`config.mk`:
```
export PLATFORM = sky130hd
export DESIGN_NAME = v3n_sqrt_cell
export DESIGN_NICKNAME = d
export VERILOG_FILES = /design/src/hw/rtl/v3n_pkg.sv /design/src/hw/rtl/v3n_sqrt_cell.sv
export SDC_FILE = /design/constraint.sdc
export NUM_CORES = 1
export LEC_CHECK = 0
export ABC_AREA = 1
export ABC_CLOCK_PERIOD_IN_PS = 19900
export BUFFER_PORTS_ARGS = -buffer_cell sky130_fd_sc_hd__buf_2
export CAP_MARGIN = 20
export CORE_AREA = 2 2 152 154
export CTS_BUF_LIST = sky130_fd_sc_hd__clkbuf_2
export DETAILED_ROUTE_END_ITERATION = 6
export DIE_AREA = 0 0 154 156
export PLACE_DENSITY = 0.7
export SYNTH_ARGS = -nofsm -noshare
export SYNTH_HDL_FRONTEND = slang
export SYNTH_SLANG_ARGS = --single-unit
```
`constraint.sdc`:
```
create_clock -name clock -period 19.9 [get_ports clock]
set_clock_uncertainty 0.2 [all_clocks]
set_input_delay 3.98 -clock clock [delete_from_list [all_inputs] [get_ports clock]]
set_output_delay 3.98 -clock clock [all_outputs]
set_load 0.05 [all_outputs]
```
`src/hw/rtl/v3n_pkg.sv`:
```
package v3n_pkg;

   localparam int unsigned CompW     = 32;  // width of an input component port
   localparam int unsigned MagW      = 32;  // absolute value, up to 2^31
   localparam int unsigned SumW      = 64;  // exact sum of three squares
   localparam int unsigned LenW      = 32;  // floor of the square root
   localparam int unsigned QuoW      = 31;  // quotient bits 30..0 of Q1.30
   localparam int unsigned RemW      = 33;  // divider partial remainder
   localparam int unsigned OutW      = 32;  // normalised component width
   localparam int unsigned Lanes     = 3;
   localparam int unsigned SqrtSteps = LenW;
   localparam int unsigned DivSteps  = QuoW;
   localparam int unsigned MinCompW  = 16;

   typedef logic [CompW-1:0] comp_type;

   typedef struct packed {
      logic [Lanes-1:0][MagW-1:0] mag;
      logic [Lanes-1:0]           neg;
   } mag_stage_type;

   typedef struct packed {
      logic [Lanes-1:0][MagW-1:0] mag;
      logic [Lanes-1:0]           neg;
      logic [Lanes-1:0][SumW-1:0] sq;
   } sqr_stage_type;

   typedef struct packed {
      logic [Lanes-1:0][MagW-1:0] mag;
      logic [Lanes-1:0]           neg;
      logic [SumW-1:0]            rem;
      logic [LenW-1:0]            root;
   } root_stage_type;

   typedef struct packed {
      logic [LenW-1:0]            len;
      logic [Lanes-1:0][RemW-1:0] rem;
      logic [Lanes-1:0][QuoW-1:0] quo;
      logic [Lanes-1:0]           neg;
   } div_stage_type;

endpackage

```
`src/hw/rtl/v3n_sqrt_cell.sv`:
```
module v3n_sqrt_cell #(
   parameter int unsigned BIT = 31
) (
   input  logic                     clock,
   input  logic                     reset,
   input  logic                     in_valid,
   output logic                     in_ready,
   input  v3n_pkg::root_stage_type  in_data,
   output logic                     out_valid,
   input  logic                     out_ready,
   output v3n_pkg::root_stage_type  out_data
);

   localparam int unsigned TrialW = v3n_pkg::SumW + 2;

   logic                      valid_ff;
   v3n_pkg::root_stage_type   data_ff, data_in;
   logic [TrialW-1:0]         trial;

   assign in_ready = !valid_ff || out_ready;

   // try setting this root bit: (r + 2^k)^2 - r^2 = r*2^(k+1) + 2^(2k)
   always_comb begin
      trial   = (TrialW'(in_data.root) << (BIT + 1)) + (TrialW'(1) << (2 * BIT));
      data_in = in_data;
      if ({2'b00, in_data.rem} >= trial) begin
         data_in.rem  = in_data.rem - trial[v3n_pkg::SumW-1:0];
         data_in.root = in_data.root | (v3n_pkg::LenW'(1) << BIT);
      end
   end

   always_ff @(posedge clock) begin
      if (reset) begin
         valid_ff <= 1'b0;
      end else if (in_ready) begin
         valid_ff <= in_valid;
      end
   end

   always_ff @(posedge clock) begin
      if (in_ready && in_valid) data_ff <= data_in;
   end

   assign out_valid = valid_ff;
   assign out_data  = data_ff;

endmodule

```
Word level (Yosys, flattened, before mapping):

Index checks and enable logic that the tools add are counted.

* memories: 0
* output and inout bits: 197
* register bits after elaboration: 196
* bits in latches: 0
* RAM bits: 0
* ROM bits: 0
* bits of input ports: 199

* equality and inequality tests: 0
* $lt $le $gt $ge: 1
* reduce and logical (&&, ||, !) cells: 3
* add/subtract/negate cells: 2
* bitwise operators: 0
* muxes and demuxes: 1
* shifts and indexed selects: 0
* multipliers: 0
* div/mod/pow operators: 0

Operator list (number)
* 96-bit two-way mux: 1
* 64-bit by 63-bit adder with 65-bit output (second input constant): 1
* 64-bit by 65-bit greater-or-equal comparator with 1-bit output: 1
* 64-bit subtractor: 1
* 1-bit logical AND: 1
* 1-bit zero test: 1
* 1-bit logical OR: 1

Logic depth before layout (Yosys ltp):

* depth in word-level cells: 3
* depth in mapped cells: 16

Worst setup path after synthesis:

Ideal clock, no wire load.

* path kind: input-to-reg
* start point: in in_valid
* end point: reg data_ff, in the netlist out_data[0] (enable)
* setup slack: 5502 ps
* required time: 18886 ps
* data arrival time: 13385 ps
* library setup time: 814 ps
* cell stages on the path: 2
* path through: inv_1 -> a21oi_1

* word-level cells in the longest chain between the ends: 1

RTL lines
* start: declaration: RTL line v3n_sqrt_cell.sv:6 `input logic in_valid,`
* 1-bit logical AND: RTL line v3n_sqrt_cell.sv:41 `if (in_ready && in_valid) data_ff <= data_in;`
* end signal: assignment: RTL line v3n_sqrt_cell.sv:41
* end: declaration: RTL line v3n_sqrt_cell.sv:17 `v3n_pkg::root_stage_type data_ff, data_in;`

No other way between the ends.
A chain may end at the register's enable or synchronous reset.

Worst setup path in the final report:

* start point: in out_ready
* end point: out in_ready

* word-level cells in the longest chain between the ends: 1

RTL lines
* start: declaration: RTL line v3n_sqrt_cell.sv:10 `input logic out_ready,`
* 1-bit logical OR: RTL line v3n_sqrt_cell.sv:20 `assign in_ready = !valid_ff || out_ready;`
* end: declaration: RTL line v3n_sqrt_cell.sv:7 `output logic in_ready,`

No other way between the ends.

==> flow_summary.toml <==
[drt]
met2WireLength_um = 13840
ant_nets = 0
vias = 7505
firstDrtPassIters = 5
route.detailed.drc = 0
wl_met1_um = 11290
routedWlPerCell_um = 17.62
first_iter_violations = 370
dr_wl_met3_um = 1935
vias_per_cell = 4.667
drt-total-wl_um = 28340
routed.top_layer = "met5"

[timing]
setup_violations = 0
final.period_utilization_pct = 43.62
fin_tns_setup_ns = 0
worstMarginPinSlew_ns = 0.8972
max_freq_mhz = 115.2
rsz0062_at_grt = "no"
drv_slew = 0
hold_viol = 0
min_period_ns = 8.680
maxSlewHeadroom_pct = 40.19

[worst_hold_path]
holdPathStages = 2
hp-start = "out_valid"
min_to = "out_valid"
min_path_type = "flop to flop"

[clocking]
clkLatencyLatePin_ns = 0.75
cts.reportedPaths.clkPinSlew_ns = 0.30
cts_setup_buffers = 0
cts_buffers = 17
cts_resized = 0
cts_buffer_depth = 2
clockRootBuffer = "clkbuf_2"
tritoncts = "built"
clock-sinks = 196
ctsHoldBuffers = 0
htree_levels = 4

[grt]
grt_overflow = 0
grt_start_max_net_pins = 75
track_usage_pct = 22.93
antenna_found_initial = 3
grt_pass1_vias = 7334
grt_pass1_wl_um = 41080

[floorplan]
fp.coreArea_um2 = 22370
die_area_um2 = 24020
die_y_um = 156
start_util_pct = 41.42
ios = 396
die_x_um = 154
fp-row-count = 55

[worst_setup_path]
cpMostUsedCell = "buf_2"
critPathTopFamily = "buffers and inverters"
worstSetupPathType = "input port to primary output"
cp-startpoint = "out_ready"
r2r_cells = 3
cp_slowest_stage_delay_ns = 0.22
worst_setup_path_start_kind = "input port"
cp_slowest_cell = "buf_2"
reg2reg_to = "out_data[60]"
worstPathMaxFanout = 2
cp.arrival_ns = 4.50
reg2reg_from = "out_valid"
rrSetupSlack_ns = 17.29
cp.required_ns = 15.72
cp-end-kind = "primary output"
crit_chain = "buf_2 -> inv_1 -> nand2_1 -> buf_2"
cp.buffers_inverters = 3

[synth]
synth_seq_cells = 196
syn_area_per_cell_um2 = 10.28
ys_types = 29
synth-async-reset-ratio_pct = 0
synth_edf_count = 195
yosys_warnings = 0
yosysSeqAreaShare_pct = 63.43
synth_ff_type = "edfxtp_1"
syn_area_um2 = 9264
syn_inst = 901
synthesis.nets = 1134

[finish]
drive_gt1_share_pct = 35.02
layout.area.seq_um2 = 5876
final_cell_mix = "395 x buf_2, 297 x nand2_1, 195 x edfxtp_1"
area_growth_pct = 28.08
multiInputGateArea_um2 = 2691
finalCoreUtilization_pct = 53.05
mostFrequentLayoutCell = "buf_2"
fillers = 2097
final_nets = 1542

[power_and_ir_drop]
ir_drop_mv = 0.03812
p_switching_uw = 377.7
leakage_uw = 0.005930
power_frac_comb_pct = 26.6
p_int_uw = 605.3
power.density_nw_per_um2 = 82.84
pwr-share-clk_pct = 22.9
switching_share_pct = 38.42
seqPwrFrac_pct = 50.5

[place]
portBuffers = 395
dp_hpwl_um = 22770
gp_congestion = 0.8821

[outcome]
outcome = "completed"

[run]
maxCapViolCount = 0
==> kinds of logic after synthesis <==
family	Yosys count	synth area share, %
compound gates	24	1.297
fa+ha+maj	34	4.673
buf+inv	178	7.644
flops	196	63.43
simple gates	455	21.64
xor+xnor	14	1.324
==> per-layer routing <==
layer,up-vias,track usage (%)
met4,4,10.50
met2,267,39.21
met5,-,0
met3,66,6.222
met1,3449,27.09
li1,3719,-
==> worst max path at each step <==
stage	slack, ns	depth (start not counted)	to
after global routing	11.21	4	in_ready
after floorplan	5.50	2	out_data[0]
after global placement	11.26	4	in_ready
final	11.22	4	in_ready
after detailed placement	11.22	4	in_ready
after CTS	11.22	4	in_ready
==> metrics by stage <==
step	area (µm²)	cells	setup slack [ns]	total power [µW]	hold WS, ns
2_1_floorplan	9264	901	5.502	700.7	0.8705
3_3_place_gp	11560	1575	11.26	766.1	0.3195
3_5_place_dp	11560	1575	11.22	768.5	0.3332
4_1_cts	11860	1607	11.22	992.2	0.3640
5_1_grt	11870	1608	11.21	1026	0.4011
6_report	11870	1608	11.22	983.0	0.3719
==> cells in the mapped netlist, types with 2 or more instances <==
cell type / number / area, µm²
a21oi_1: 21 / 105.1
and2_1: 5 / 31.28
buf_2: 7 / 35.03
buf_6: 2 / 22.52
edfxtp_1: 195 / 5856
ha_1: 33 / 412.9
inv_1: 165 / 619.3
inv_2: 3 / 11.26
nand2_1: 297 / 1115
nand2_2: 3 / 18.77
nand3_1: 53 / 265.3
nand3_2: 15 / 150.1
nand3b_1: 12 / 90.09
nand4_1: 2 / 12.51
nor2_1: 48 / 180.2
nor2_2: 7 / 43.79
nor3_1: 7 / 35.03
o21ai_0: 3 / 15.01
xor2_1: 13 / 113.9
==> cell type report <==
type | count | area share [%]
diodes | 1 | 0.02109
clock buffers | 17 | 0.7171
clock inverters | 15 | 1.824
inverters | 168 | 5.315
multi-input cells | 527 | 22.68
flip-flops and latches | 196 | 49.52
well taps | 285 | 3.005
repair buffers | 399 | 16.91
==> registers in the layout, summed over array words and instances, names as in the netlist <==
| register | cells |
|---|---|
| out_data | 195 |
| out_valid | 1 |
==> power by group through the flow <==
stage / Sequential (µW) / Clock [µW] / Combinational (µW)
2_1_floorplan: 612 / 0 / 88.5
3_3_place_gp: 505 / 0 / 261
3_5_place_dp: 506 / 0 / 263
4_1_cts: 497 / 232 / 264
5_1_grt: 499 / 245 / 282
6_report: 496 / 225 / 262
==> worst min-delay path, stage by stage, from the launching register on <==
cell     delay [ns]
dfxtp_1        0.42
nand2_1        0.11
a21oi_1        0.06
(Power assumes the default switching activity.)
