File: src/hw/rtl/v3n_pkg.sv
package v3n_pkg;

   localparam int unsigned CompW     = 32;  // width of an input component port
   localparam int unsigned MagW      = 32;  // absolute value, up to 2^31
   localparam int unsigned SumW      = 64;  // exact sum of three squares
   localparam int unsigned LenW      = 32;  // floor of the square root
   localparam int unsigned QuoW      = 31;  // quotient bits 30..0 of Q1.30
   localparam int unsigned RemW      = 33;  // divider partial remainder
   localparam int unsigned OutW      = 32;  // normalised component width
   localparam int unsigned Lanes     = 3;
   localparam int unsigned SqrtSteps = LenW;
   localparam int unsigned DivSteps  = QuoW;
   localparam int unsigned MinCompW  = 16;

   typedef logic [CompW-1:0] comp_type;

   typedef struct packed {
      logic [Lanes-1:0][MagW-1:0] mag;
      logic [Lanes-1:0]           neg;
   } mag_stage_type;

   typedef struct packed {
      logic [Lanes-1:0][MagW-1:0] mag;
      logic [Lanes-1:0]           neg;
      logic [Lanes-1:0][SumW-1:0] sq;
   } sqr_stage_type;

   typedef struct packed {
      logic [Lanes-1:0][MagW-1:0] mag;
      logic [Lanes-1:0]           neg;
      logic [SumW-1:0]            rem;
      logic [LenW-1:0]            root;
   } root_stage_type;

   typedef struct packed {
      logic [LenW-1:0]            len;
      logic [Lanes-1:0][RemW-1:0] rem;
      logic [Lanes-1:0][QuoW-1:0] quo;
      logic [Lanes-1:0]           neg;
   } div_stage_type;

endpackage

File: src/hw/rtl/v3n_if.sv


interface v3n_rsp_if;
   logic                        valid;
   logic                        ready;
   logic [v3n_pkg::OutW-1:0]    nx;
   logic [v3n_pkg::OutW-1:0]    ny;
   logic [v3n_pkg::OutW-1:0]    nz;
   logic [v3n_pkg::LenW-1:0]    length;
   logic                        is_zero;

   modport source (output valid, output nx, output ny, output nz, output length,
                   output is_zero, input ready);
   modport sink (input valid, input nx, input ny, input nz, input length,
                 input is_zero, output ready);
endinterface

File: src/hw/rtl/v3n_pack.sv
module v3n_pack (
   input  logic                    clock,
   input  logic                    reset,
   input  logic                    in_valid,
   output logic                    in_ready,
   input  v3n_pkg::div_stage_type  in_data,
   v3n_rsp_if.source               rsp
);

   logic                           valid_ff;
   logic [v3n_pkg::OutW-1:0]       comp_ff [v3n_pkg::Lanes];
   logic [v3n_pkg::OutW-1:0]       comp_in [v3n_pkg::Lanes];
   logic [v3n_pkg::LenW-1:0]       len_ff;
   logic                           zero_ff, zero_in;
   logic [v3n_pkg::OutW-1:0]       q [v3n_pkg::Lanes];

   assign in_ready = !valid_ff || rsp.ready;
   assign zero_in  = in_data.len == '0;

   // restore the sign; a zero vector forces zero components
   always_comb begin
      for (int l = 0; l < v3n_pkg::Lanes; l++) begin
         q[l] = v3n_pkg::OutW'(in_data.quo[l]);
         if (zero_in) begin
            comp_in[l] = '0;
         end else if (in_data.neg[l]) begin
            comp_in[l] = -q[l];
         end else begin
            comp_in[l] = q[l];
         end
      end
   end

   always_ff @(posedge clock) begin
      if (reset) begin
         valid_ff <= 1'b0;
      end else if (in_ready) begin
         valid_ff <= in_valid;
      end
   end

   always_ff @(posedge clock) begin
      if (in_ready && in_valid) begin
         comp_ff <= comp_in;
         len_ff  <= in_data.len;
         zero_ff <= zero_in;
      end
   end

   assign rsp.valid   = valid_ff;
   assign rsp.nx      = comp_ff[0];
   assign rsp.ny      = comp_ff[1];
   assign rsp.nz      = comp_ff[2];
   assign rsp.length  = len_ff;
   assign rsp.is_zero = zero_ff;

endmodule

File: src/flat_wrapper.sv
// flat-port wrapper written by rule: the top's interface ports become plain ports
module v3n_pack_flat 
  (clock, reset, in_valid, in_ready, in_data, rsp_valid, rsp_nx, rsp_ny, rsp_nz, rsp_length, rsp_is_zero, rsp_ready);
  v3n_rsp_if rsp_i ();
  input  logic clock;
  input  logic reset;
  input  logic in_valid;
  output logic in_ready;
  input  v3n_pkg::div_stage_type in_data;
  output wire logic [$bits(rsp_i.valid)-1:0] rsp_valid;
  output wire logic [$bits(rsp_i.nx)-1:0] rsp_nx;
  output wire logic [$bits(rsp_i.ny)-1:0] rsp_ny;
  output wire logic [$bits(rsp_i.nz)-1:0] rsp_nz;
  output wire logic [$bits(rsp_i.length)-1:0] rsp_length;
  output wire logic [$bits(rsp_i.is_zero)-1:0] rsp_is_zero;
  input wire logic [$bits(rsp_i.ready)-1:0] rsp_ready;
  assign rsp_valid = rsp_i.valid;
  assign rsp_nx = rsp_i.nx;
  assign rsp_ny = rsp_i.ny;
  assign rsp_nz = rsp_i.nz;
  assign rsp_length = rsp_i.length;
  assign rsp_is_zero = rsp_i.is_zero;
  assign rsp_i.ready = rsp_ready;
  v3n_pack u_core (.clock(clock), .reset(reset), .in_valid(in_valid), .in_ready(in_ready), .in_data(in_data), .rsp(rsp_i));
endmodule
File: config.mk
export PLATFORM = sky130hd
export DESIGN_NAME = v3n_pack_flat
export DESIGN_NICKNAME = d
export VERILOG_FILES = /design/src/hw/rtl/v3n_pkg.sv /design/src/hw/rtl/v3n_if.sv /design/src/hw/rtl/v3n_pack.sv /design/src/flat_wrapper.sv
export SDC_FILE = /design/constraint.sdc
export NUM_CORES = 1
export LEC_CHECK = 0
export BUFFER_PORTS_ARGS = -buffer_cell sky130_fd_sc_hd__clkbuf_2
export CORE_ASPECT_RATIO = 1.75
export CORE_MARGIN = 5
export CORE_UTILIZATION = 37
export CTS_CLUSTER_DIAMETER = 120
export CTS_CLUSTER_SIZE = 24
export DETAILED_ROUTE_END_ITERATION = 8
export PLACE_DENSITY = 0.69
export SLEW_MARGIN = 25
export SYNTH_ARGS = -nofsm -noshare
export SYNTH_HDL_FRONTEND = slang
export SYNTH_SLANG_ARGS = --single-unit
File: constraint.sdc
create_clock -name clock -period 12.5 [get_ports clock]
set_clock_uncertainty 0.05 [all_clocks]
set_input_delay 2.5 -clock clock [delete_from_list [all_inputs] [get_ports clock]]
set_output_delay 2.5 -clock clock [all_outputs]
set_load 0.01 [all_outputs]
* Yosys cells after proc, flatten, opt, wreduce, memory -nomap -nowiden
Cells that the tools add are included.
** Cells by class
- $add $sub $neg :: 3
- Multiplexer cells :: 3
- Bitwise logic cells :: 3
- Reduce and logical (&&, ||, !) cells :: 7
** Operators with widths (count)
- 31-bit negator with 32-bit output :: 3
- 31-bit two-way mux :: 3
- 32-bit zero test :: 1
- 2-bit OR reduction :: 3
- 1-bit inverter :: 3
- 1-bit logical AND :: 1
- 1-bit zero test :: 1
- 1-bit logical OR :: 1
** Word-level totals
- Register bits :: 130
- Input bits :: 231
- Logic and storage cells :: 25

* Logic depth before layout (Yosys ltp)
- Depth in word-level cells :: 3
- Gate-level depth with buffers :: 7
- Gate-level depth less buffers :: 6

* Least setup slack after synthesis
No wires, ideal clock.
- Path kind :: input to register
- From :: in rsp_ready
- To :: reg u_core.zero_ff (netlist: u_core.rsp.is_zero), enable pin
- Data arrival time :: 5.682 ns
- Required time :: 11.946 ns
- Slack :: 6.264 ns
- Stages :: 2
- Buffers on the path :: 0
- Cells stage by stage :: nand2b_1 and2_1
** On the way
- Cells in the longest elaborated chain, start to end :: 2
** Ends and longest elaborated chain
- start, declared :: line flat_wrapper.sv:16 : input wire logic [$bits(rsp_i.ready)-1:0] rsp_ready;
- 1-bit logical OR :: line v3n_pack.sv:17 : assign in_ready = !valid_ff || rsp.ready;
- 1-bit logical AND :: line v3n_pack.sv:43 : if (in_ready && in_valid) begin
- end signal, assigned :: line v3n_pack.sv:46 : zero_ff <= zero_in;
- end, declared :: line v3n_pack.sv:14 : logic zero_ff, zero_in;
No other way between the ends.
A chain may end at the register's enable or synchronous reset.

* Worst setup path in the final report
- From :: in rsp_ready
- To :: out in_ready
** On the way
- Cells in the longest elaborated chain, start to end :: 1
** Ends and longest elaborated chain
- 1-bit logical OR :: line v3n_pack.sv:17
- end, declared :: line flat_wrapper.sv:8 : output logic in_ready;
No other way between the ends.

==> flow_summary.yaml <==
cts:
  cts_resized: 0
  cts.reportedPaths.clkPinSlew_ns: 0.06
  cts_hold_buf: 0
  clockRootBuffer: "clkbuf_16"
  clk_path_buf_depth: 2
  clkLatencyLatePin_ns: 0.42
  cts_tree: "built"
  clock_sinks: 130
  cts_setup_buffers: 0
  htree_levels: 4
  cts_buffers: 17
power:
  ir_worst_vdd_mv: 0.0931
  p_leak_uw: 0.00370
  finalPower_uw: 1190
  pwr_density_cell_nw_per_um2: 128
timing:
  maxSlewHeadroom: 0.355
  finalHoldViolations: 0
  tns_ns: 0
  worst_pin_slew_ns: 0.967
  fin_crit_sh: 0.434
  max_clock_freq_mhz: 184
  setup_viol_count_final: 0
  drv_slew: 0
  rsz0062_at_grt: "false"
  layout_setup_ws_ns: 7.08
  final.min_clock_period_ns: 5.42
worst_setup_path:
  endpoint_kind: "primary output"
  ff2ff_path_depth: 3
  rrSetupSlack_ns: 10.09
  worstSetupStartpointType: "primary input"
  critical_path.max_fanout: 3
  crit_chain: "clkbuf_2 -> nand2b_1 -> clkbuf_2"
  worstPathArrival_ns: 2.87
  critPathBufInv: 2
  cp_slowest_stage_delay_ns: 0.16
  critPathRequiredTime_ns: 9.95
  worst-setup-path-type: "in2out"
  cp_top_family: "buffers and inverters"
  crit_path_top_delay_cell: "nand2b_1"
  rr_endpoint: "u_core.rsp.nx[2]"
  cpMostUsedCell: "clkbuf_2"
  reg2reg_from: "u_core.rsp.valid"
grt:
  grt_first_pass_wirelength_mm: 32.7
  grt_pass1_vias: 6118
  grt-ovfl-total: 0
  grt_antenna_before_repair: 5
  grt_max_degree: 91
  use_met1: 0.215
  use_met2: 0.304
  top_usage_layer: "met2"
  track_usage: 0.186
  use_met3: 0.0694
layout:
  finalNonFillerCells: 1128
  drive_above_1_share: 0.362
  synthToLayoutAreaGrowth_pct: 29.1
  multi_input_area_um2: 3080
  regArea_um2: 3890
  fillers: 1809
  finalNetCount: 1110
floorplanning:
  rows: 67
  io_pins: 362
  die_w_um: 115
  design.die.area_um2: 22400
  core-area_um2: 19100
  start_util: 0.376
  fp.dieH_um: 194
synth:
  synth_edf_count: 129
  synthDistinctLibCells: 49
  synthAdderAreaFrac: 0.0104
  synth_cells: 628
  synth-seq-cells: 130
  ys_seq_area_frac: 0.541
  synth-async-reset-ratio: 0
  synth_warnings: 0
  synth_compound_area_frac: 0.181
  yosys.area_share.simple: 0.128
  synth_top_family_by_area: "compound AO/OA/AOI/OAI gates"
  synth_top_area_frac: 0.539
  netlist_area_um2: 7190
  synthTopCellsByCount: "129 x edfxtp_1, 69 x o21ai_0, 58 x nor2_1, 48 x mux2i_1, 41 x o21bai_1"
  synth_xor_area_frac: 0.0402
  syn_avg_cell_area_um2: 11.5
  ys.flop_type: "edfxtp_1"
  syn_nets: 865
  synth_area_leader_cell: "edfxtp_1"
  synth.area.mux_share: 0.0668
  synth.most_common_cell: "edfxtp_1"
  synthTopCellsByArea: "edfxtp_1 54%, mux2i_1 6.7%, o21ai_0 4.8%"
placed_design:
  gp_congestion: 0.822
  place_hpwl_mm: 16.0
  post-place-ws_ns: 7.08
  portBuffers: 262
  dp.cells: 1095
hold_path:
  hold_depth: 2
  worstHoldEndpoint: "u_core.rsp.valid"
  worstHoldStart: "u_core.rsp.valid"
  worst_hold_path_type: "reg2reg"
outcome:
  status: "finished, final reports clean"
drt:
  via_per_inst: 5.48
  drt-initial-drc-count: 256
  postRouteAntennaNets: 0
  postRouteWirelength_mm: 21.3
  first_pass_iters: 5
  vias: 6177
  drc: 0
  routedWlPerCell_um: 18.8
job:
  maxCapViolations: 0
state kept, by name (all words and copies together) (netlist names):
| name | count |
|---|---|
| u_core.rsp.nx | 32 |
| u_core.rsp.length | 32 |
| u_core.rsp.is_zero | 1 |
| u_core.rsp.nz | 32 |
| u_core.rsp.valid | 1 |
| u_core.rsp.ny | 32 |
metal layers:
layer | wire, µm | share of wire | vias to the layer above
li1 | - | - | 2975
met5 | 55 | 0.0026 | -
met1 | 8080 | 0.38 | 2888
met4 | 641 | 0.030 | 8
met3 | 2260 | 0.11 | 39
met2 | 10200 | 0.48 | 267
worst reg2reg max path, delay by kind of cell (launching register included):
kind                   cells  cell delay (ns)
flip-flops                 1             0.31
AND/OR/NAND/NOR            2             0.73
buffers and inverters      1             0.91
where the power goes:
group          internal, µW  total (µW)  switching (µW)  leakage (µW)
Sequential              519         528            8.71       0.00126
Clock                   301         500             199      0.000276
Combinational          65.6         162            96.3       0.00216
Total                   886        1190             304       0.00370
logic make-up after synthesis:
logic type               Yosys count
AO/OA/AOI/OAI                    196
XOR/XNOR                          33
adder cells (fa/ha/maj)            6
buffers and inverters             59
flip-flops                       130
multiplexers                      48
AND/OR/NAND/NOR                  156
cell type report:
type / instances / area share
Antenna cell: 1 / 0.000270
Sequential cell: 130 / 0.419
Timing Repair Buffer: 267 / 0.145
Multi-Input combinational cell: 439 / 0.332
Clock inverter: 14 / 0.0163
Inverter: 18 / 0.00728
Tap cell: 241 / 0.0325
Clock buffer: 18 / 0.0473
worst max-delay path by stage:
stage | end | slack, ns | from | cells after the start
2_1_floorplan | u_core.rsp.is_zero | 6.26 | rsp_ready | 2
3_3_place_gp | in_ready | 7.08 | rsp_ready | 3
3_5_place_dp | in_ready | 7.08 | rsp_ready | 3
4_1_cts | in_ready | 7.07 | rsp_ready | 3
5_1_grt | in_ready | 7.06 | rsp_ready | 3
6_report | in_ready | 7.08 | rsp_ready | 3
through the flow:
step / hold WS, ns / cell area [µm²] / util
after floorplan: 0.543 / 7190 / -
after global placement: 0.457 / 8690 / 0.455
after detailed placement: 0.472 / 8690 / 0.455
after CTS: 0.485 / 9280 / 0.486
after global routing: 0.509 / 9280 / 0.486
final: 0.475 / 9280 / 0.486
placed cells by master, fill, tap and decap left out, types with 4 or more instances in the layout:
cell type,instances
clkbuf_2,262
edfxtp_1,129
o21ai_0,69
nor2_1,57
mux2i_1,48
o21bai_1,41
xor2_1,19
a21oi_1,19
inv_1,18
o41ai_1,17
clkbuf_16,17
nor3_1,16
nor4_1,14
or3_1,14
xnor2_1,14
a31oi_1,12
or4_1,12
o31ai_1,11
nand4_1,10
a41oi_1,8
nor4_2,6
ha_1,6
or2_2,5
inv_6,5
clkinvlp_4,5
buf_4,5
nand3_1,4
Note: power is estimated with default switching activity, not from simulation.
