`src/hw/rtl/v3n_pkg.sv`:
```
package v3n_pkg;

   localparam int unsigned CompW     = 32;  // width of an input component port
   localparam int unsigned MagW      = 32;  // absolute value, up to 2^31
   localparam int unsigned SumW      = 64;  // exact sum of three squares
   localparam int unsigned LenW      = 32;  // floor of the square root
   localparam int unsigned QuoW      = 31;  // quotient bits 30..0 of Q1.30
   localparam int unsigned RemW      = 33;  // divider partial remainder
   localparam int unsigned OutW      = 32;  // normalised component width
   localparam int unsigned Lanes     = 3;
   localparam int unsigned SqrtSteps = LenW;
   localparam int unsigned DivSteps  = QuoW;
   localparam int unsigned MinCompW  = 16;

   typedef logic [CompW-1:0] comp_type;

   typedef struct packed {
      logic [Lanes-1:0][MagW-1:0] mag;
      logic [Lanes-1:0]           neg;
   } mag_stage_type;

   typedef struct packed {
      logic [Lanes-1:0][MagW-1:0] mag;
      logic [Lanes-1:0]           neg;
      logic [Lanes-1:0][SumW-1:0] sq;
   } sqr_stage_type;

   typedef struct packed {
      logic [Lanes-1:0][MagW-1:0] mag;
      logic [Lanes-1:0]           neg;
      logic [SumW-1:0]            rem;
      logic [LenW-1:0]            root;
   } root_stage_type;

   typedef struct packed {
      logic [LenW-1:0]            len;
      logic [Lanes-1:0][RemW-1:0] rem;
      logic [Lanes-1:0][QuoW-1:0] quo;
      logic [Lanes-1:0]           neg;
   } div_stage_type;

endpackage

```
`src/hw/rtl/v3n_div_cell.sv`:
```
module v3n_div_cell (
   input  logic                    clock,
   input  logic                    reset,
   input  logic                    in_valid,
   output logic                    in_ready,
   input  v3n_pkg::div_stage_type  in_data,
   output logic                    out_valid,
   input  logic                    out_ready,
   output v3n_pkg::div_stage_type  out_data
);

   logic                     valid_ff;
   v3n_pkg::div_stage_type   data_ff, data_in;
   logic [v3n_pkg::RemW-1:0] diff [v3n_pkg::Lanes];
   logic [v3n_pkg::RemW-1:0] lenx;
   logic                     take [v3n_pkg::Lanes];

   assign in_ready = !valid_ff || out_ready;
   assign lenx     = v3n_pkg::RemW'(in_data.len);

   // one quotient bit per lane, then shift the remainder up
   always_comb begin
      data_in = in_data;
      for (int l = 0; l < v3n_pkg::Lanes; l++) begin
         take[l] = in_data.rem[l] >= lenx;
         diff[l] = take[l] ? (in_data.rem[l] - lenx) : in_data.rem[l];
         data_in.rem[l] = diff[l] << 1;
         data_in.quo[l] = {in_data.quo[l][v3n_pkg::QuoW-2:0], take[l]};
      end
   end

   always_ff @(posedge clock) begin
      if (reset) begin
         valid_ff <= 1'b0;
      end else if (in_ready) begin
         valid_ff <= in_valid;
      end
   end

   always_ff @(posedge clock) begin
      if (in_ready && in_valid) data_ff <= data_in;
   end

   assign out_valid = valid_ff;
   assign out_data  = data_ff;

endmodule

```
`config.mk`:
```
export PLATFORM = sky130hd
export DESIGN_NAME = v3n_div_cell
export DESIGN_NICKNAME = d
export VERILOG_FILES = /design/src/hw/rtl/v3n_pkg.sv /design/src/hw/rtl/v3n_div_cell.sv
export SDC_FILE = /design/constraint.sdc
export NUM_CORES = 1
export LEC_CHECK = 0
export BUFFER_PORTS_ARGS = -buffer_cell sky130_fd_sc_hd__buf_2
export CAP_MARGIN = 25
export CORE_UTILIZATION = 40
export CTS_CLUSTER_DIAMETER = 50
export DETAILED_ROUTE_END_ITERATION = 7
export GPL_TIMING_DRIVEN = 1
export PLACE_DENSITY_LB_ADDON = 0.25
export SLEW_MARGIN = 25
export SYNTH_ARGS = -nofsm -noshare
export SYNTH_HDL_FRONTEND = slang
export SYNTH_SLANG_ARGS = --single-unit
```
`constraint.sdc`:
```
create_clock -name clock -period 14.2 [get_ports clock]
set_clock_uncertainty 0.1 [all_clocks]
set_input_delay 0.71 -clock clock [delete_from_list [all_inputs] [get_ports clock]]
set_output_delay 0.71 -clock clock [all_outputs]
set_load 0.1 [all_outputs]
```
# Word-level counts from Yosys, hierarchy flattened
# Cells that the tools add are included.
# W data, S select, Z words.
# word_totals
ff_bits,225
inputBits,231
# classes
addsub,3
order_cmp,3
muxes,3
n_reduce_logical,3
# ops
cell,n
$ge A33 B32 Y1,3
$mux W32,3
$sub A32 B32 Y32,3
$logic_and A1 B1 Y1,1
$logic_not A1 Y1,1
$logic_or A1 B1 Y1,1

# Logic depth before layout (Yosys ltp)
# Gate-level depths: netlist of the first run.
# logic_depth
word_depth,3
mapped_depth,14
mapped_depth_nobuf,12

# Least setup slack after synthesis of the first run
# No wires, ideal clock.
# synth_path
path_type,flip-flop to flip-flop
start,"register valid_ff, in the netlist out_valid"
end,register data_ff (netlist bit out_data[0]) (enable)
arrival_ns,6.756
required_time_ns,13.489
setup_slack_ns,6.733
stages_incl_launch_ff,3
period_less_slack_ns,7.467
path_cell_list,dfxtp_1 > nand2b_1 > and2_1
# synth_between
elab_chain_cells,3
# synth_rtl
element,line,source
"start, declared",v3n_div_cell.sv:12,logic valid_ff;
"start signal, assigned",v3n_div_cell.sv:36,valid_ff <= in_valid;
$logic_not A1 Y1,v3n_div_cell.sv:18,assign in_ready = !valid_ff || out_ready;
$logic_or A1 B1 Y1,v3n_div_cell.sv:18,
net in_ready,v3n_div_cell.sv:5,"output logic in_ready,"
$logic_and A1 B1 Y1,v3n_div_cell.sv:41,if (in_ready && in_valid) data_ff <= data_in;
"end signal, assigned",v3n_div_cell.sv:41,
"end, declared",v3n_div_cell.sv:13,"v3n_pkg::div_stage_type data_ff, data_in;"
# The timed path passes the listed nets, and every way through them passes these cells.
# A chain may end at the register's enable or synchronous reset.

==> summary.md, run 1 <==
| Metric | Value |
|---|---|
| Status | `complete, no violations` |
| WP buf/inv | `3` |
| # clock sinks | `225` |
| Setup TNS | `0 ns` |
| Grt total ovfl | `0` |
| Total count of hold-check failures in the final report | `0` |
| Data required time at the worst endpoint | `14.41 ns` |
| Die W | `184 um` |
| Final Max Slew Viols | `0` |
| CTS tree | `built` |
| RePlAce Congestion | `0.895` |
| Gate power share | `0.355` |
| Reg2reg path depth | `3` |
| Setup crit end kind | `register` |
| Sequential share of the synthesized area | `0.511` |
| 1st-pass router iterations | `4` |
| IR drop worst, VDD | `103 uV` |
| Clock slew at reported path FFs | `0.06 ns` |
| Worst-Skew Late Latency | `0.55 ns` |
| Largest cells by area after synthesis | `edfxtp_1 (51%), ha_1 (9.1%), mux2_2 (3.8%), xnor2_1 (3.4%), a21oi_1 (3.2%)` |
| Synth top area share | `0.510` |
| Clock Tree Buf Depth | `3` |
| Post-CTS setup buffers | `0` |
| CP Max Fanout | `60` |
| Die Ht | `184 um` |
| Worst stage delay on the critical path | `0.80 ns` |
| Worst hold endpoint | `out_valid` |
| Post-synth cell types | `76` |
| Tcrit/Tclk final | `0.290` |
| Share of cells above drive strength 1 | `0.357` |
| Core footprint | `0.0325 sq mm` |
| RR Endpoint | `out_data[97]` |
| # IOs | `460` |
| Slowest cell on crit path | `a211o_2` |
| Power per cell area | `148 mW/mm^2` |
| Primary FF master, synth | `edfxtp_1` |
| Post-DP HPWL | `33600 um` |
| Post-DP Area | `0.0159 sq mm` |
| Yosys reg bits | `225` |
| Slew of the pin with the lowest slew margin | `0.982 ns` |
| Async SR Flop Fraction | `0` |
| Setup crit start kind | `input port` |
| Largest net degree at the start of global routing | `184` |
| Power Internal | `1.49 mW` |
| R2R Path Start | `out_valid` |
| Non-filler cells, final | `2061` |
| Mux cell area share after synthesis | `0.0526` |
| WP data arrival | `4.33 ns` |
| Routed Antenna Nets | `0` |
| Post-synthesis compound-gate area fraction | `0.170` |
| Sequential Power Share | `0.332` |
| Fmax | `243 MHz` |
| Design Area, Final | `0.0169 sq mm` |
| H-tree levels | `1` |
| Clk pwr share | `0.314` |
| Min-Delay Path Depth | `2` |
| Fill cells | `3008` |
| Final setup vio count | `0` |
| CTS resizes | `0` |
| Initial antenna violation count | `7` |
| Routed wire per std cell | `20.6 um` |
| DRC Markers | `0` |
| Cts-stage hold buffer count | `0` |
| Final nets | `1920` |
| Number of global-route vias before repair | `10500` |
| Pleak | `7.45 nW` |
| Yosys Warn Count | `0` |
| Period minus WS final | `4.12 ns` |
| Port Buffers | `453` |
| Net switching power | `1.01 mW` |
| Post-Syn Area per Cell | `11.6 sq um` |
| First-pass GRT wire length | `60900 um` |
| Crit-path cells | `buf_2, inv_1, ha_1, nor2b_1, o31a_1, o31ai_2, o21ai_2, a221o_1, a21oi_2, a211o_2, inv_2, mux2_1` |
| Post-synth EDFFs | `224` |
| Site row count | `66` |
| Combinational family with the most area after synthesis | `compound AO/OA/AOI/OAI gates` |
| Starting density of the core | `0.406` |
| RSZ-0062 raised after global routing | `false` |
| Area leader, netlist | `edfxtp_1` |
| Die area | `0.0337 sq mm` |
| Total wire length | `42500 um` |
| DR iter-0 viols | `530` |
| Clk root buf | `clkbuf_16` |
| Setup CP Type | `input port to register` |
| Synthesized area | `0.0132 sq mm` |
| Synth Area in XOR/XNOR | `0.0524` |
| Max-cap violations | `0` |
| Hold Path Origin | `reset` |
| Layout area overhead | `28.3%` |
| Post-synthesis adder-cell area fraction | `0.0955` |
| HP Class | `input port to register` |
| Total track usage | `0.239` |
| Relative slew slack | `0.345` |
| Vias per cell | `5.31` |
| CP top delay family | `compound AO/OA/AOI/OAI gates` |
| Gate Count Post-Synth | `1141` |
| Placed Cells | `1999` |
| Vias after detailed routing | `10900` |
| Setup slack, reg-to-reg | `11.87 ns` |
| CTS buffer count | `31` |
| Switching share of power | `0.403` |
| Post-synthesis simple-gate area fraction | `0.0864` |
-- synthesized netlist by cell type (all sizes together) (6+ instances only) --
| cell | count |
|---|---|
| edfxtp | 224 |
| ha | 96 |
| a21oi | 86 |
| o21ai | 82 |
| nand2 | 76 |
| inv | 59 |
| mux2 | 59 |
| nor2 | 54 |
| xnor2 | 51 |
| a21o | 50 |
| xor2 | 28 |
| clkbuf | 27 |
| nand3 | 27 |
| o21bai | 20 |
| and3 | 17 |
| buf | 15 |
| nand4 | 15 |
| a211oi | 14 |
| o21a | 13 |
| a31oi | 11 |
| nand2b | 9 |
| and2 | 8 |
| o31ai | 7 |
| nor2b | 6 |
| nor3 | 6 |
| nor4 | 6 |
-- registers in the layout, indices dropped and copies added (netlist names) --
signal / flops
out_valid: 1
out_data: 224
-- per-stage QoR --
| step | util | hold slack, ns | setup WS, ns | total power [mW] |
|---|---|---|---|---|
| 6_report | 0.520 | 0.199 | 10.08 | 2.50 |
| 5_1_grt | 0.520 | 0.185 | 9.82 | 2.59 |
| 4_1_cts | 0.520 | 0.173 | 10.06 | 2.52 |
| 3_5_place_dp | 0.488 | 0.455 | 9.47 | 1.73 |
| 3_3_place_gp | 0.488 | 0.414 | 9.46 | 1.72 |
| 2_1_floorplan | - | 0.679 | 6.73 | 1.56 |
-- routing by layer --
layer / wire length, um / GRT usage
met4: 1540 / 0.0857
met5: 44 / 0
met1: 17300 / 0.291
met3: 3170 / 0.0567
met2: 20400 / 0.411
-- power groups by stage --
stage | clock (mW) | sequential, mW | combinational [mW]
after global routing | 0.822 | 0.836 | 0.932
after detailed placement | 0 | 0.843 | 0.884
final | 0.784 | 0.830 | 0.887
after CTS | 0.801 | 0.831 | 0.888
after floorplan | 0 | 1.27 | 0.288
after global placement | 0 | 0.843 | 0.881
-- area by class of cell --
type | count | area, sq um | area share
Clock buffer | 37 | 818 | 0.0483
Timing Repair Buffer | 456 | 2300 | 0.136
Clock inverter | 21 | 224 | 0.0132
Sequential cell | 225 | 6750 | 0.398
Tap cell | 442 | 553 | 0.0327
Antenna cell | 4 | 10.0 | 0.000591
Inverter | 59 | 221 | 0.0131
Multi-Input combinational cell | 817 | 6050 | 0.358
-- layout by cell type, fill, tap and decap left out, types with 5 or more instances in the layout --
cell type  instances
xnor2_1           51
inv_1             58
nand3_1           27
nor4_1             6
nor2b_1            6
nor3_1             6
o21ai_0           66
edfxtp_1         224
nor2_1            54
o31a_1             5
o21a_1            13
nand4_1           15
mux2_1            14
nand2b_1           9
and3_1            17
ha_1              96
a21o_1            50
o21bai_1          20
buf_2            453
xor2_1            28
and2_1             7
inv_8              5
a211oi_1          12
o31ai_1            5
a21oi_1           84
mux2_2            45
nand2_1           76
o21ai_1           15
a31oi_1           11
clkbuf_16         31
clkinv_1           5
-- cell families (layout without fill, tap and decap cells) --
group                      after synthesis  count (layout)
and+or+nand+nor                        238             238
xor gates and xnor gates                79              79
muxes                                   62              62
buffers and inverters                  101             573
other                                    1               7
adders and majority gates               99              99
DFF                                    225             225
AOI/OAI and AO/OA                      336             336
-- worst max path at each step --
stage	from	to	cells after the start
floorplan	out_valid	out_data[0]	2
finish	in_data[196]	out_data[145]	12
global placement	in_data[196]	out_data[161]	11
global route	in_data[203]	out_data[145]	12
CTS	in_data[196]	out_data[161]	11
detailed placement	in_data[196]	out_data[161]	11
No activity file was read; power rests on OpenSTA's default activity.
==> run 2: changes to the inputs <==
Clock period 14.2 ns to 4.2 ns, I/O delays scaled along.
==> run 2 against run 1 <==
  * Sequential power grew to 3.4 times the previous value
  * Total power rose to 3.5 times the previous value
  * Global-route usage rose by 2.7 points
  * Register-to-register slack got worse by 9.8 ns
  * Sequential share of layout area down 5.0 points
  * Worst setup slack lost 9.8 ns
  * Flip-flop and latch count did not move
  * Combinational power rose to 3.6 times the previous value
  * Critical path depth grew 1
  * Highest routed layer is now met4
==> summary.md, run 2 (same netlist as run 1, synthesis figures left out) <==
| Metric | Value |
|---|---|
| Multi-input logic area | `0.00605 sq mm (unchanged)` |
| Slew of the pin with the lowest slew margin | `0.781 ns (-0.201 ns)` |
| Post-layout util | `0.594 (+0.0739)` |
| Gate power share | `0.363 (+0.008)` |
| Vias per cell | `5.24 (-1.3%)` |
| CTS resizes | `0 (unchanged)` |
| Crit path launch | `in_data[196]` |
| Fill cells | `2739 (-8.9%)` |
| IR drop worst, VDD | `346 uV (+240%)` |
| Final setup vio count | `0 (unchanged)` |
| Post-CTS setup buffers | `0 (unchanged)` |
| First-pass GRT wire length | `68300 um (+12%)` |
| 1st-pass router iterations | `5 (+1)` |
| Reg2reg path depth | `3 (unchanged)` |
| Net switching power | `3.52 mW (+250%)` |
| Port Buffers | `453 (unchanged)` |
| Setup TNS | `0 ns (unchanged)` |
| Share of cells above drive strength 1 | `0.321 (-0.0356)` |
| Pleak | `8.47 nW (+14%)` |
| Hold Path Origin | `in_data[187]` |
| HP Class | `input port to register` |
| Data required time at the worst endpoint | `4.34 ns (-10.07 ns)` |
| CTS tree | `built` |
| Setup slack, reg-to-reg | `2.06 ns (-9.81 ns)` |
| Min-Delay Path Depth | `3 (+1)` |
| Clock Tree Buf Depth | `3 (unchanged)` |
| Critical Path Sink | `out_data[145]` |
| Site row count | `66 (unchanged)` |
| Total count of hold-check failures in the final report | `0 (unchanged)` |
| Power per cell area | `458 mW/mm^2 (+210%)` |
| CTS buffer count | `35 (+13%)` |
| DRC Markers | `0 (unchanged)` |
| CP Max Fanout | `29 (-52%)` |
| RePlAce Congestion | `0.892 (-0.34%)` |
| Tcrit/Tclk final | `0.923` |
| Power Internal | `5.33 mW (+260%)` |
| Most frequent cells in the layout | `buf_2 (453), edfxtp_1 (224), dlygate4sd3_1 (220)` |
| Relative slew slack | `0.479 (+0.134)` |
| WP data arrival | `4.01 ns (-0.32 ns)` |
| Clk pwr share | `0.320 (+0.006)` |
| Register area | `0.00675 sq mm (unchanged)` |
| Starting density of the core | `0.406 (unchanged)` |
| Grt total ovfl | `0 (unchanged)` |
| Clk root buf | `clkbuf_16` |
| Max reg flops | `224 (unchanged)` |
| Worst-Skew Late Latency | `0.51 ns (-0.04 ns)` |
| Routed wire per std cell | `20.2 um (-1.8%)` |
| Core footprint | `0.0325 sq mm (unchanged)` |
| Number of global-route vias before repair | `12100 (+15%)` |
| Layout area overhead | `46.5%` |
| Final Max Slew Viols | `0 (unchanged)` |
| RR Endpoint | `out_data[6]` |
| Total wire length | `46400 um (+9.4%)` |
| H-tree levels | `2 (+1)` |
| Die Ht | `184 um (unchanged)` |
| Setup CP Type | `input port to register` |
| Fmax | `258 MHz` |
| Die area | `0.0337 sq mm (unchanged)` |
| Setup crit end kind | `register` |
| Max-cap violations | `0 (unchanged)` |
| R2R Path Start | `out_valid` |
| Routed Antenna Nets | `0 (unchanged)` |
| Sequential Power Share | `0.317 (-0.015)` |
| Total track usage | `0.266 (+0.0269)` |
| Period minus WS final | `3.87 ns` |
| Setup crit start kind | `input port` |
| Commonest non-fill, non-tap cell in the layout | `buf_2` |
| Initial antenna violation count | `4 (-3)` |
| Final nets | `2156 (+12%)` |
| Largest net degree at the start of global routing | `57 (-69%)` |
| DR iter-0 viols | `543 (+2.5%)` |
| # IOs | `460 (unchanged)` |
| Status | `complete, no violations` |
| Switching share of power | `0.398 (-0.00477)` |
| Clock slew at reported path FFs | `0.05 ns (about the same)` |
| Post-DP HPWL | `34100 um (+1.4%)` |
| Vias after detailed routing | `12000 (+10%)` |
| Die W | `184 um (unchanged)` |
| RSZ-0062 raised after global routing | `false` |
| # clock sinks | `225 (unchanged)` |
## run 2: cell count changes in the layout (fill, tap and decap cells not counted), moves of 3 or more
| cell | change |
|---|---|
| buf_4 | +10 |
| dlygate4sd3_1 | +220 |
| clkbuf_16 | +4 |
| clkinv_1 | -3 |
## run 2: power groups by stage
stage          sequential (mW)  clock, mW  combinational [mW]
2_1_floorplan             4.29          0               0.975
3_3_place_gp              2.85          0                3.00
3_5_place_dp              2.85          0                3.02
4_1_cts                   2.81       2.88                3.20
5_1_grt                   2.82       2.97                3.38
6_report                  2.81       2.83                3.21
## run 2: through the flow
step	cells	power [mW]	hold slack (ns)	worst slack (ns)	cell area, sq um
CTS	2292	8.89	0.00123	0.365	19300
global placement	2011	5.85	0.270	0.434	16000
global route	2296	9.16	0.0279	0.132	19300
detailed placement	2011	5.87	0.281	0.400	16000
finish	2297	8.86	0.0124	0.325	19300
floorplan	1143	5.26	0.179	0.371	13200
## run 2: worst max-delay path, stage by stage
cell           delay (ns)
dlygate4sd3_1        0.53
buf_2                0.20
inv_1                0.14
ha_1                 0.32
nor2b_1              0.15
o31a_1               0.30
o31ai_2              0.47
o21ai_2              0.19
a221o_1              0.37
a21oi_2              0.22
a211o_2              0.51
inv_2                0.08
mux2_1               0.32
## run 2: how the worst min path moves through the flow
stage | to | slack (ns)
3_5_place_dp | out_valid | 0.28
2_1_floorplan | out_valid | 0.18
3_3_place_gp | out_valid | 0.27
6_report | out_data[188] | 0.01
4_1_cts | out_data[188] | 0.001
5_1_grt | out_data[188] | 0.03
## run 2: what timing repair did
item,4_1_cts,5_1_grt
hold buffers,220,0
setup endpoints to repair,0,0
hold endpoints to repair,219,0
## run 2: cell type report
cell class | instances | area share
clock buffers | 41 | 0.0475
well taps | 442 | 0.0286
inverters | 59 | 0.0115
clock inverters | 20 | 0.0107
diodes | 5 | 0.000647
multi-input cells | 817 | 0.313
repair buffers | 688 | 0.239
flip-flops and latches | 225 | 0.349
## run 2: per-layer routing
layer	share of wire	global-route usage	vias up
li1	-	-	5709
met1	0.41	0.323	5771
met2	0.48	0.456	461
met4	0.045	0.121	0
met5	0	0	-
met3	0.061	0.0505	103
==> run 3: changes to the inputs <==
Settings changed: CORE_MARGIN set to 8, SKIP_LAST_GASP set to 1.
==> run 3 against run 2 <==
  * Sequential power barely moved
  * Critical endpoint is now out_data[133]
  * Sequential share of layout area fell by 0.063 points
  * Routed wire length rose by 7.4%
  * Global-route usage fell by 2.3 points
  * Critical path depth rose by 1
==> summary.md, run 3 (same netlist as run 1, synthesis figures left out) <==
| Metric | Value |
|---|---|
| Pleak | `8.49 nW (+0.23%)` |
| Setup slack, reg-to-reg | `2.28 ns (+0.22 ns)` |
| Clock Tree Buf Depth | `3 (unchanged)` |
| Fill cells | `2701 (-1.4%)` |
| Fin worst setup slack | `0.346 ns (+0.0208 ns)` |
| Site row count | `66 (unchanged)` |
| Slew of the pin with the lowest slew margin | `1.00 ns (+0.222 ns)` |
| Setup crit end kind | `register` |
| Die area | `0.0391 sq mm (+16%)` |
| CTS tree | `built` |
| Post-DP HPWL | `37000 um (+8.4%)` |
| Starting density of the core | `0.406 (unchanged)` |
| Grt total ovfl | `0 (unchanged)` |
| Post-layout util | `0.595 (+0.00108)` |
| Die Ht | `198 um (+7.6%)` |
| Share of cells above drive strength 1 | `0.320 (-0.00147)` |
| Power Internal | `5.52 mW (+3.4%)` |
| First-pass GRT wire length | `73100 um (+7.0%)` |
| Initial antenna violation count | `2 (-2)` |
| Routed wire per std cell | `21.8 um (+7.7%)` |
| Clock slew at reported path FFs | `0.06 ns (about the same)` |
| Routed Antenna Nets | `0 (unchanged)` |
| # IOs | `460 (unchanged)` |
| Fmax | `259 MHz (+0.54%)` |
| Sequential Power Share | `0.313 (-0.004)` |
| Relative slew slack | `0.331 (-0.148)` |
| Largest net degree at the start of global routing | `179 (+210%)` |
| Status | `complete, no violations` |
| Max reg flops | `224 (unchanged)` |
| Total track usage | `0.242 (-0.0235)` |
| Slowest cell on crit path | `dlygate4sd3_1` |
| Hold Path Origin | `in_data[97]` |
| Setup crit start kind | `input port` |
| Clk pwr share | `0.328 (+0.008)` |
| CTS resizes | `0 (unchanged)` |
| Data required time at the worst endpoint | `4.34 ns (about the same)` |
| WP data arrival | `4.00 ns (about the same)` |
| Total wire length | `49900 um (+7.4%)` |
| Commonest non-fill, non-tap cell in the layout | `buf_2` |
| Die W | `198 um (+7.6%)` |
| Layout area overhead | `46.7%` |
| Port Buffers | `453 (unchanged)` |
| Pre-CTS setup slack | `0.383 ns (-0.0165 ns)` |
| Post-CTS setup buffers | `0 (unchanged)` |
| Period minus WS final | `3.85 ns (-0.0208 ns)` |
| CTS buffer count | `34 (-2.9%)` |
| # clock sinks | `225 (unchanged)` |
| Crit path launch | `in_data[196]` |
| CP top delay family | `compound AO/OA/AOI/OAI gates` |
| RSZ-0062 raised after global routing | `false` |
| CP Max Fanout | `24 (-17%)` |
| 1st-pass router iterations | `7 (+2)` |
| Final Max Slew Viols | `0 (unchanged)` |
| Worst-Skew Late Latency | `0.49 ns (-0.02 ns)` |
| R2R Path Start | `out_valid` |
| Power per cell area | `464 mW/mm^2 (+1.3%)` |
| RePlAce Congestion | `0.920 (+3.1%)` |
| DRC Markers | `0 (unchanged)` |
| Most frequent cells in the layout | `buf_2 (453), edfxtp_1 (224), dlygate4sd3_1 (221)` |
| Setup TNS | `0 ns (unchanged)` |
| Gate power share | `0.359 (-0.004)` |
| Worst stage delay on the critical path | `0.53 ns (about the same)` |
| WP buf/inv | `4 (unchanged)` |
| Number of global-route vias before repair | `12300 (+1.6%)` |
| DR iter-0 viols | `538 (-0.92%)` |
| Final nets | `2150 (-0.28%)` |
| Switching share of power | `0.386 (-0.0117)` |
| Vias per cell | `5.27 (+0.43%)` |
| H-tree levels | `2 (unchanged)` |
| Total count of hold-check failures in the final report | `0 (unchanged)` |
| Tcrit/Tclk final | `0.918 (-0.00494)` |
| Vias after detailed routing | `12100 (+0.17%)` |
| Clk root buf | `clkbuf_16` |
| Net switching power | `3.47 mW (-1.5%)` |
| Crit-path cells | `dlygate4sd3_1, buf_2, inv_1, ha_1, nor2b_1, o31a_1, o31ai_2, o21ai_2, a221o_1, a21oi_2, a211o_2, buf_12, a211oi_1, a21o_1` |
| Setup CP Type | `input port to register` |
| HP Class | `input port to register` |
| Max-cap violations | `0 (unchanged)` |
| IR drop worst, VDD | `265 uV (-23%)` |
| Final setup vio count | `0 (unchanged)` |
| Core footprint | `0.0325 sq mm (unchanged)` |
[run 3: worst paths after layout]
path,endpoint,cells after the start
min,out_data[98],3
max,out_data[133],14
max reg2reg,out_data[202],3
min reg2reg,out_valid,3
[run 3: final cells by class]
type | instances | area, sq um | area share
sequential | 225 | 6750 | 0.348
inverter | 59 | 221 | 0.0114
timing repair buffer | 683 | 4580 | 0.237
clock inverter | 20 | 226 | 0.0117
clock buffer | 42 | 975 | 0.0503
multi-input combinational | 817 | 6050 | 0.313
tap | 442 | 553 | 0.0286
antenna | 3 | 7.51 | 0.000388
[run 3: what timing repair did]
action,in CTS,in global routing
setup endpoints to repair,0,0
endpoints found under the hold margin,220,0
hold buffers,221,0
[run 3: per-layer routing]
metal  vias to the layer above  global-route usage  routed length (um)
li1                       5697                   -                   -
met1                      5750               0.285               19600
met2                       503               0.406               23700
met3                       114              0.0637                4080
met4                         0               0.119                2530
met5                         -                   0                   0
[run 3: worst reg2reg max path, delay by kind of cell (launching register included)]
kind,cells,cell delay [ns]
flip-flops,1,0.31
AND/OR/NAND/NOR,2,0.31
buffers and inverters,1,0.66
[run 3: stage by stage]
stage          instance area (sq um)  power (mW)  hold WS [ns]  std cells
6_report                       19400        8.99        0.0453       2291
3_5_place_dp                   15900        5.88         0.269       2005
2_1_floorplan                  13200        5.26         0.179       1143
3_3_place_gp                   15900        5.86         0.269       2005
5_1_grt                        19400        9.32        0.0468       2290
4_1_cts                        19400        9.04        0.0184       2288
[run 3: power by group through the flow]
stage	logic [mW]	clock network, mW	registers [mW]
global route	3.39	3.10	2.83
detailed placement	3.03	0	2.85
global placement	3.01	0	2.84
floorplan	0.975	0	4.29
CTS	3.22	3.02	2.81
finish	3.22	2.95	2.81
